==> src/hw/rtl/scs_pkg.sv <==
`default_nettype none
// ----------------------------------------------------------------------------
// scs_pkg
// shared types and codes for the sparse column store
// ----------------------------------------------------------------------------
package scs_pkg;

    localparam int CMD_W   = 3;
    localparam int IPOS_W  = 16;
    localparam int VAL_W   = 32;
    localparam int CNT_W   = 7;
    localparam int STAT_W  = 2;
    localparam int EPS_W   = 31;

    localparam logic [CMD_W-1:0] CMD_SET    = 3'd0;
    localparam logic [CMD_W-1:0] CMD_ADD    = 3'd1;
    localparam logic [CMD_W-1:0] CMD_DIV    = 3'd2;
    localparam logic [CMD_W-1:0] CMD_TAKE   = 3'd3;
    localparam logic [CMD_W-1:0] CMD_READ   = 3'd4;
    localparam logic [CMD_W-1:0] CMD_PRUNE  = 3'd5;

    localparam logic [STAT_W-1:0] ST_OK   = 2'd0;
    localparam logic [STAT_W-1:0] ST_FULL = 2'd1;
    localparam logic [STAT_W-1:0] ST_SAT  = 2'd2;

    localparam logic [VAL_W-1:0] Q_MAX = 32'h7fff_ffff;
    localparam logic [VAL_W-1:0] Q_MIN = 32'h8000_0000;

    localparam logic [EPS_W-1:0] EPS_RESET = 31'd1;

    typedef struct packed {
        logic [CMD_W-1:0]         cmd;
        logic [IPOS_W-1:0]        position;
        logic signed [VAL_W-1:0]  operand;
    } t_in_word;

    typedef struct packed {
        logic signed [VAL_W-1:0]  value;
        logic [CNT_W-1:0]         entry_count;
        logic [STAT_W-1:0]        status;
    } t_out_word;

    // divider handshake
    typedef struct packed {
        logic                     start;
        logic signed [VAL_W-1:0]  dividend;
        logic signed [VAL_W-1:0]  divisor;
    } t_div_req;

    typedef struct packed {
        logic                     done;
        logic signed [VAL_W-1:0]  quotient;
        logic                     sat;
    } t_div_rsp;

endpackage : scs_pkg
`default_nettype wire

==> src/hw/rtl/scs_ram.sv <==
`default_nettype none
// ----------------------------------------------------------------------------
// scs_ram
// generic single-port synchronous ram with registered read
// ----------------------------------------------------------------------------
module scs_ram #(
    parameter int WIDTH = 32,
    parameter int DEPTH = 64
) (
    input  wire logic                     i_clk,
    input  wire logic                     i_we,
    input  wire logic [$clog2(DEPTH)-1:0] i_addr,
    input  wire logic [WIDTH-1:0]         i_wdata,
    output logic      [WIDTH-1:0]         o_rdata
);

    logic [WIDTH-1:0] r_mem [DEPTH];

    always_ff @(posedge i_clk) begin
        if (i_we) begin
            r_mem[i_addr] <= i_wdata;
        end
        o_rdata <= r_mem[i_addr];
    end

endmodule : scs_ram
`default_nettype wire

==> src/hw/rtl/scs_div.sv <==
`default_nettype none
// ----------------------------------------------------------------------------
// scs_div
// iterative q16.16 divider, one quotient bit per cycle, saturating
// ----------------------------------------------------------------------------
module scs_div (
    input  wire logic             i_clk,
    input  wire logic             i_rst_n,
    input  wire scs_pkg::t_div_req i_req,
    output scs_pkg::t_div_rsp     o_rsp
);

    // dividend magnitude is at most 2^47, quotient needs 48 bits
    localparam int NUM_W = 48;
    localparam int STEP_W = $clog2(NUM_W + 1);

    logic [NUM_W-1:0]  r_num, n_num;
    logic [32:0]       r_rem, n_rem;
    logic [31:0]       r_den;
    logic              r_neg;
    logic              r_busy;
    logic [STEP_W-1:0] r_step;
    logic              r_done;

    logic [33:0]       trial;
    logic [32:0]       shifted;

    always_comb begin
        shifted = {r_rem[31:0], r_num[NUM_W-1]};
        trial   = {1'b0, shifted} - {2'b00, r_den};
        n_num   = {r_num[NUM_W-2:0], ~trial[33]};
        n_rem   = trial[33] ? shifted : trial[32:0];
    end

    always_ff @(posedge i_clk) begin
        if (!i_rst_n) begin
            r_busy <= 1'b0;
            r_done <= 1'b0;
            r_step <= '0;
        end else begin
            r_done <= 1'b0;
            if (i_req.start) begin
                r_busy <= 1'b1;
                r_step <= STEP_W'(NUM_W);
            end else if (r_busy) begin
                r_step <= r_step - 1'b1;
                if (r_step == STEP_W'(1)) begin
                    r_busy <= 1'b0;
                    r_done <= 1'b1;
                end
            end
        end
    end

    always_ff @(posedge i_clk) begin
        if (i_req.start) begin
            r_num <= {(i_req.dividend[31] ? 32'(-i_req.dividend) : 32'(i_req.dividend)),
                      16'h0000};
            r_den <= i_req.divisor[31] ? 32'(-i_req.divisor) : 32'(i_req.divisor);
            r_neg <= i_req.dividend[31] ^ i_req.divisor[31];
            r_rem <= '0;
        end else if (r_busy) begin
            r_num <= n_num;
            r_rem <= n_rem;
        end
    end

    always_comb begin
        o_rsp.done = r_done;
        o_rsp.sat  = 1'b0;
        if (r_neg) begin
            if (r_num > 48'h0000_8000_0000) begin
                o_rsp.sat      = 1'b1;
                o_rsp.quotient = scs_pkg::Q_MIN;
            end else begin
                o_rsp.quotient = 32'(-r_num[31:0]);
            end
        end else begin
            if (r_num > 48'h0000_7fff_ffff) begin
                o_rsp.sat      = 1'b1;
                o_rsp.quotient = scs_pkg::Q_MAX;
            end else begin
                o_rsp.quotient = r_num[31:0];
            end
        end
    end

endmodule : scs_div
`default_nettype wire

==> src/hw/rtl/sparse_column_store_core.sv <==
`default_nettype none
// ----------------------------------------------------------------------------
// sparse_column_store_core
// bounded table of (position, q16.16 value) entries for one sparse column
// ----------------------------------------------------------------------------
// usage: the input channel takes one command word (cmd, position, operand);
// every word yields exactly one result word (value, entry_count, status) on
// the output channel. the eps threshold for prune sits in an apb register
// at address 0 and should be written only while the block is idle.
// sequence: each command first scans the table, one slot per cycle through
// the position and value rams; a divide by a nonzero operand then waits on
// the iterative divider, and a command that writes the rams passes a write
// state before the result word is offered. prune is a single scan that
// rewrites used bits as it walks. one command is in flight at a time.
// reset clears the used bits (flip-flops) and the count and sets the
// threshold to 1; the rams need no clearing since data from an unused slot is never used.
// when the receiver stalls, the result is held in the output register and
// the next command is taken no earlier than the cycle after that result left.
// ----------------------------------------------------------------------------
module sparse_column_store_core #(
    parameter int CAPACITY  = 64,
    parameter int POS_WIDTH = 16
) (
    input  wire logic                  i_clk,
    input  wire logic                  i_rst_n,
    input  wire logic                  i_valid,
    output logic                       o_stall,
    input  wire scs_pkg::t_in_word     i_data,
    output logic                       o_valid,
    input  wire logic                  i_stall,
    output scs_pkg::t_out_word         o_data,
    input  wire logic                  psel,
    input  wire logic                  penable,
    input  wire logic                  pwrite,
    input  wire logic [1:0]            paddr,
    input  wire logic [31:0]           pwdata,
    output logic [31:0]                prdata,
    output logic                       pready
);

    localparam int AW = $clog2(CAPACITY);
    localparam int CW = $clog2(CAPACITY + 1);

    typedef enum logic [5:0] {
        S_IDLE  = 6'b000001,
        S_SCAN  = 6'b000010,
        S_ACT   = 6'b000100,
        S_DIV   = 6'b001000,
        S_WRITE = 6'b010000,
        S_OUT   = 6'b100000
    } t_state;

    t_state r_state;
    logic [scs_pkg::EPS_W-1:0] r_eps;
    logic [CAPACITY-1:0]       r_used;
    logic [CW-1:0]             r_count;
    logic [scs_pkg::CMD_W-1:0] r_cmd;
    logic [POS_WIDTH-1:0]      r_pos;
    logic [31:0]               r_opnd;
    logic [AW:0]               r_idx;
    logic                      r_rd_vld;
    logic [AW-1:0]             r_rd_slot;
    logic                      r_hit;
    logic [AW-1:0]             r_hit_slot;
    logic [31:0]               r_hit_val;
    logic [31:0]               r_new_val;
    logic [31:0]               r_res;
    logic [scs_pkg::STAT_W-1:0] r_stat;
    logic                      r_wr_pos;

    logic [POS_WIDTH-1:0]      pos_rdata;
    logic [31:0]               val_rdata;
    logic                      ram_we;
    logic [AW-1:0]             ram_addr;
    logic                      in_acc;

    scs_pkg::t_div_req div_req;
    scs_pkg::t_div_rsp div_rsp;

    // lowest free slot by priority scan over the used bits
    logic [AW-1:0] free_slot;
    logic          free_any;
    always_comb begin
        free_slot = '0;
        free_any  = 1'b0;
        for (int k = CAPACITY - 1; k >= 0; k--) begin
            if (!r_used[k]) begin
                free_slot = AW'(k);
                free_any  = 1'b1;
            end
        end
    end

    assign in_acc  = i_valid && !o_stall;
    assign o_stall = (r_state != S_IDLE);
    assign pready  = 1'b1;
    assign prdata  = {1'b0, r_eps};

    always_ff @(posedge i_clk) begin
        if (!i_rst_n) begin
            r_eps <= scs_pkg::EPS_RESET;
        end else if (psel && penable && pwrite && paddr == 2'd0) begin
            r_eps <= pwdata[scs_pkg::EPS_W-1:0];
        end
    end

    assign ram_we   = (r_state == S_WRITE);
    assign ram_addr = (r_state == S_WRITE) ? r_hit_slot : r_idx[AW-1:0];

    scs_ram #(.WIDTH(POS_WIDTH), .DEPTH(CAPACITY)) u_pos_ram (
        .i_clk   (i_clk),
        .i_we    (ram_we && r_wr_pos),
        .i_addr  (ram_addr),
        .i_wdata (r_pos),
        .o_rdata (pos_rdata)
    );

    scs_ram #(.WIDTH(32), .DEPTH(CAPACITY)) u_val_ram (
        .i_clk   (i_clk),
        .i_we    (ram_we),
        .i_addr  (ram_addr),
        .i_wdata (r_new_val),
        .o_rdata (val_rdata)
    );

    assign div_req.start    = (r_state == S_ACT) && r_hit && (r_cmd == scs_pkg::CMD_DIV)
                              && (r_opnd != '0);
    assign div_req.dividend = r_hit_val;
    assign div_req.divisor  = r_opnd;

    scs_div u_div (
        .i_clk   (i_clk),
        .i_rst_n (i_rst_n),
        .i_req   (div_req),
        .o_rsp   (div_rsp)
    );

    logic [32:0] sum;
    logic [31:0] mag;
    assign sum = {r_hit_val[31], r_hit_val} + {r_opnd[31], r_opnd};
    assign mag = val_rdata[31] ? 32'(-val_rdata) : val_rdata;

    always_ff @(posedge i_clk) begin
        if (!i_rst_n) begin
            r_state  <= S_IDLE;
            r_used   <= '0;
            r_count  <= '0;
            r_rd_vld <= 1'b0;
            o_valid  <= 1'b0;
        end else begin
            case (r_state)
                S_IDLE: begin
                    if (in_acc) begin
                        r_cmd    <= i_data.cmd;
                        r_pos    <= POS_WIDTH'(i_data.position);
                        r_opnd   <= i_data.operand;
                        r_idx    <= '0;
                        r_hit    <= 1'b0;
                        r_rd_vld <= 1'b0;
                        r_res    <= '0;
                        r_stat   <= scs_pkg::ST_OK;
                        r_wr_pos <= 1'b0;
                        r_state  <= S_SCAN;
                    end
                end
                S_SCAN: begin
                    // read address r_idx, data of previous slot arrives now
                    r_rd_vld  <= (r_idx < (AW+1)'(CAPACITY));
                    r_rd_slot <= r_idx[AW-1:0];
                    if (r_idx < (AW+1)'(CAPACITY)) begin
                        r_idx <= r_idx + 1'b1;
                    end
                    if (r_rd_vld && r_used[r_rd_slot]) begin
                        if (r_cmd == scs_pkg::CMD_PRUNE) begin
                            if (mag <= {1'b0, r_eps}) begin
                                r_used[r_rd_slot] <= 1'b0;
                                r_count <= r_count - 1'b1;
                            end
                        end else if (pos_rdata == r_pos) begin
                            r_hit      <= 1'b1;
                            r_hit_slot <= r_rd_slot;
                            r_hit_val  <= val_rdata;
                        end
                    end
                    if (!r_rd_vld && r_idx == (AW+1)'(CAPACITY)) begin
                        r_state <= S_ACT;
                    end
                end
                S_ACT: begin
                    r_state <= S_OUT;
                    case (r_cmd)
                        scs_pkg::CMD_SET, scs_pkg::CMD_ADD: begin
                            if (r_hit) begin
                                if (r_cmd == scs_pkg::CMD_SET) begin
                                    r_new_val <= r_opnd;
                                    r_res     <= r_opnd;
                                end else if (sum[32] != sum[31]) begin
                                    r_new_val <= sum[32] ? scs_pkg::Q_MIN : scs_pkg::Q_MAX;
                                    r_res     <= sum[32] ? scs_pkg::Q_MIN : scs_pkg::Q_MAX;
                                    r_stat    <= scs_pkg::ST_SAT;
                                end else begin
                                    r_new_val <= sum[31:0];
                                    r_res     <= sum[31:0];
                                end
                                r_state <= S_WRITE;
                            end else if (free_any) begin
                                r_hit_slot <= free_slot;
                                r_used[free_slot] <= 1'b1;
                                r_count   <= r_count + 1'b1;
                                r_new_val <= r_opnd;
                                r_res     <= r_opnd;
                                r_wr_pos  <= 1'b1;
                                r_state   <= S_WRITE;
                            end else begin
                                r_stat <= scs_pkg::ST_FULL;
                            end
                        end
                        scs_pkg::CMD_DIV: begin
                            if (r_hit) begin
                                if (r_opnd == '0) begin
                                    r_stat <= scs_pkg::ST_SAT;
                                    if (r_hit_val[31]) begin
                                        r_new_val <= scs_pkg::Q_MIN;
                                        r_res     <= scs_pkg::Q_MIN;
                                    end else if (r_hit_val != '0) begin
                                        r_new_val <= scs_pkg::Q_MAX;
                                        r_res     <= scs_pkg::Q_MAX;
                                    end else begin
                                        r_new_val <= '0;
                                        r_res     <= '0;
                                    end
                                    r_state <= S_WRITE;
                                end else begin
                                    r_state <= S_DIV;
                                end
                            end
                        end
                        scs_pkg::CMD_TAKE: begin
                            if (r_hit) begin
                                r_res     <= r_hit_val;
                                r_new_val <= '0;
                                r_state   <= S_WRITE;
                            end
                        end
                        scs_pkg::CMD_READ: begin
                            if (r_hit) begin
                                r_res <= r_hit_val;
                            end
                        end
                        default: begin
                        end
                    endcase
                end
                S_DIV: begin
                    if (div_rsp.done) begin
                        r_new_val <= div_rsp.quotient;
                        r_res     <= div_rsp.quotient;
                        if (div_rsp.sat) begin
                            r_stat <= scs_pkg::ST_SAT;
                        end
                        r_state <= S_WRITE;
                    end
                end
                S_WRITE: begin
                    r_state <= S_OUT;
                end
                S_OUT: begin
                    if (!o_valid) begin
                        o_valid            <= 1'b1;
                        o_data.value       <= r_res;
                        o_data.entry_count <= scs_pkg::CNT_W'(r_count);
                        o_data.status      <= r_stat;
                    end else if (!i_stall) begin
                        o_valid <= 1'b0;
                        r_state <= S_IDLE;
                    end
                end
                default: begin
                    r_state <= S_IDLE;
                end
            endcase
        end
    end

`ifndef SYNTHESIS
    // count always matches the number of used slots, checked while idle
    a_count_used: assert property (@(posedge i_clk) disable iff (!i_rst_n)
        (r_state == S_IDLE) |-> (CW'($countones(r_used)) == r_count))
        else $error("entry count out of step with used slots");

    // a word is offered only once the command has finished
    a_out_state: assert property (@(posedge i_clk) disable iff (!i_rst_n)
        o_valid |-> (r_state == S_OUT))
        else $error("result offered outside output state");

    // the divider only finishes while a divide is pending
    a_div_done: assert property (@(posedge i_clk) disable iff (!i_rst_n)
        div_rsp.done |-> (r_state == S_DIV))
        else $error("divider finished with no divide pending");
`endif

endmodule : sparse_column_store_core
`default_nettype wire
==> config.mk <==
export PLATFORM = sky130hd
export DESIGN_NAME = sparse_column_store_core
export DESIGN_NICKNAME = d
export VERILOG_FILES = /design/src/hw/rtl/scs_pkg.sv /design/src/hw/rtl/scs_ram.sv /design/src/hw/rtl/scs_div.sv /design/src/hw/rtl/sparse_column_store_core.sv
export SDC_FILE = /design/constraint.sdc
export NUM_CORES = 2
export LEC_CHECK = 0
export CAP_MARGIN = 20
export CORE_MARGIN = 1.5
export CORE_UTILIZATION = 40
export CTS_CLUSTER_DIAMETER = 30
export DETAILED_ROUTE_END_ITERATION = 8
export DONT_BUFFER_PORTS = 1
export GPL_ROUTABILITY_DRIVEN = 1
export MAX_ROUTING_LAYER = met4
export PLACE_DENSITY = 0.61
export SYNTH_ARGS = -nofsm -noshare
export SYNTH_HDL_FRONTEND = slang
export SYNTH_HIERARCHICAL = 1
export SYNTH_SLANG_ARGS = --single-unit
export TNS_END_PERCENT = 100
==> constraint.sdc <==
create_clock -name i_clk -period 5.6 [get_ports i_clk]
set_clock_uncertainty 0.15 [all_clocks]
set_input_delay 0 -clock i_clk [delete_from_list [all_inputs] [get_ports i_clk]]
set_output_delay 0 -clock i_clk [all_outputs]
set_load 0.005 [all_outputs]
==> reports/results.tsv <==
metric	value	unit
status	finished, violations left	
failing checks	setup timing	
CTS clock-pin slew for the worst setup and hold paths	0.05	ns
FF+latch count, synth	3562	
Total Wirelength	495	mm
Rows	221	
pin count of the biggest net entering global routing	80	
first-pass GRT wire length	697	mm
maximum root-to-sink buffer count	4	
Die ar.	367000	sq um
worst endpoint data arrival time	6.49	ns
Hold/Removal Path Class	input port to flip-flop	
Max Slew Vio Count	0	
worst skew pair latency	1.07	ns
Crit Path Class	flip-flop to flip-flop	
final hold slack	0.0512	ns
Post-Place Worst Slack	-0.464	ns
Num CTS Buffers	695	
Area Growth Syn to Fin	25.4	%
max-cap violations	0	
vias	98818	
HPWL after DPL	305	mm
critical path launch point type	flip-flop	
hold path depth	2	
peak supply drop	0.000299	V
register share of total power	0.386	
synth top area cells	edfxtp_1, dfxtp_1, a221oi_1	
clock power share	0.546	
number of synthesized flops with an enable pin	3348	
Residual DRC	0	
power per cell area	417	nW/um^2
Reg2Reg Depth	21	
crit-path max FO	16	
Die Height	606	um
area leader, netlist	edfxtp_1	
GRT overflow	0	
worst setup margin	-0.146	ns
H-tree levels	6	
root buffer cell	clkbuf_16	
Final setup viols	56	
RD Place Congestion	0.966	
Syn Nets	9795	
CTS tree	yes	
layout cells sized above 1	0.206	
commonest register cell after synthesis	edfxtp_1	
global-route usage over all layers	0.269	
Post-Place Cell Area	155000	sq um
P_leak	60.4	nW
Port Buf Inserts	0	
io pins	168	
Synth Cell Area	146000	sq um
final hold viol count	0	
final worst-path cycle share	1.03	
Mean Syn Cell Area	15.2	sq um
Synth top area share	0.691	
die width	606	um
Initial Util	0.402	
Rel. slew slack	0.181	
number of fill cells in the layout	29693	
crit path capture type	flip-flop	
register area share after synthesis	0.720	
Achievable Freq	0.174	GHz
Worst EP required	6.34	ns
internal power	58.1	mW
RSZ-0062 raised after global routing	true	
Net Sw Frac	0.236	
cells after synthesis	9592	
Layout Nets	10768	
wire per inst	30.9	um
Routed Antenna Nets	0	
sw power	17.9	mW
via density per instance	6.18	
Least-Margin Pin Slew	1.22	ns
asr flop ratio synth	0	
drt pass-1 iters	6	
Finished Cell Area	182000	sq um
clock sinks	3562	
drt initial violations	14194	
combinational share of power	0.068	
post-route minimum period	5.75	ns
yosys warns	6	
Yosys cell types	103	
vias in the first global route	95650	
area of the core	362000	sq um
initial antenna violation count	38	
what timing repair did:
action / in CTS / in global routing
hold buffers: 238 / 0
pin swaps: 32 / 13
cloned: 5 / 1
setup endpoints to repair: 65 / 69
hold endpoints to repair: 339 / 0
setup buffers: 13 / 6
resized for setup: 159 / 72
final cells by class:
cell class                 instances  area [sq um]  area share
clock buffer                     793         18000      0.0986
clock inverter                   493          5800      0.0318
multi-input combinational       5233         38500       0.211
inverter                         132           498     0.00273
tap                             4794          6000      0.0329
antenna                           36          90.1    0.000494
sequential                      3562        105000       0.574
timing repair buffer             941          8830      0.0484
synth_stat cells (62+ instances only):
cell,n
dfxtp_1,214
xnor2_1,118
nand2_1,484
nor2_1,535
mux2_2,146
nand4_1,62
a211oi_1,73
inv_1,125
ha_1,108
o21ai_0,413
edfxtp_1,3348
mux4_2,86
clkbuf_1,286
a21o_1,72
a22o_1,69
nand3_1,87
buf_2,228
mux2i_1,282
a22oi_1,428
a221oi_1,481
a21oi_1,482
nor3_1,112
o22ai_1,182
cell usage in the layout, fill, tap and decap left out, types with 51 or more instances in the layout:
master / instances
a211oi_1: 72
a21o_1: 72
a21oi_1: 479
a221oi_1: 481
a22o_1: 69
a22oi_1: 428
buf_12: 73
buf_4: 611
bufinv_16: 86
clkbuf_1: 82
clkbuf_16: 702
clkinv_1: 98
clkinv_2: 110
clkinv_4: 56
clkinvlp_4: 53
dfxtp_1: 211
dlygate4sd3_1: 237
edfxtp_1: 3348
ha_1: 106
inv_1: 122
mux2_2: 146
mux2i_1: 282
mux4_2: 86
nand2_1: 479
nand2b_1: 51
nand3_1: 85
nand4_1: 62
nor2_1: 463
nor2_4: 70
nor3_1: 108
o21ai_0: 358
o21ai_1: 69
o22ai_1: 182
xnor2_1: 118
xor2_1: 51
flip-flops by register name (all words and copies together) (netlist names), 16 cells and up:
register and count:
u_div/r_den 32, r_eps 31, u_val_ram/r_mem 2048, r_hit_val 32, r_used 64, u_pos_ram/o_rdata 16, u_div/r_rem 32, r_new_val 32
u_div/r_num 48, u_pos_ram/r_mem 1024, r_pos 16, r_opnd 32, r_res 32, u_val_ram/o_rdata 32, o_data 41
power groups by stage:
stage	clock [mW]	sequential, mW	combinational (mW)
2_1_floorplan	0	29.8	2.71
3_3_place_gp	0	29.9	4.76
3_5_place_dp	0	29.9	4.79
4_1_cts	41.8	29.4	5.01
5_1_grt	43.1	29.4	5.38
6_report	41.5	29.4	5.14
metrics by stage:
step           utilization  setup TNS (ns)  std cells  total power [mW]
5_1_grt              0.504          -14.63      15980              77.9
3_3_place_gp         0.428          -25.11      14391              34.6
2_1_floorplan            -               0       9592              32.5
6_report             0.504           -4.38      15984              76.0
4_1_cts              0.502           -1.55      15935              76.2
3_5_place_dp         0.428          -21.29      14393              34.6
per-layer routing:
layer / GRT usage / part of all wire
met4: 0.119 / 0.048
met2: 0.400 / 0.45
met3: 0.0591 / 0.11
met1: 0.354 / 0.39
met5: - / 0
cells by family (layout without fill, tap and decap cells):
group | Yosys count | in the layout | synth area share
AOI/OAI and AO/OA | 2781 | 2781 | 0.135
xor gates and xnor gates | 169 | 169 | 0.0102
adders and majority gates | 112 | 112 | 0.00977
buffers and inverters | 797 | 2359 | 0.0259
DFF | 3562 | 3562 | 0.720
muxes | 534 | 534 | 0.0456
other | 2 | 38 | 0.0000516
and+or+nand+nor | 1635 | 1635 | 0.0528
final timing paths:
check	start	to	slack, ns
worst max register to register	u_val_ram/o_rdata[1]	r_used[13]	-0.15
worst max-delay path	u_val_ram/o_rdata[1]	r_used[13]	-0.15
worst min register to register	r_res[15]	o_data[24]	0.26
worst min-delay path	i_data[30]	r_opnd[30]	0.05
worst max-delay path: stages (launching register included):
cell and delay, ns:
dfxtp_2 0.32, inv_2 0.07, ha_4 0.14, nand2b_4 0.05
or4_4 0.42, or3_4 0.38, or2_1 0.24, or3_4 0.37
or2_4 0.24, buf_6 0.13, o31ai_4 0.22, xnor2_1 0.11
ha_1 0.32, nand3_2 0.10, nor4_4 0.30, nand2_1 0.12
or4_1 0.41, o211a_1 0.17, or4b_4 0.59, buf_12 0.20
o311a_1 0.32, a31o_2 0.23
Note: power is estimated with default switching activity, not from simulation.
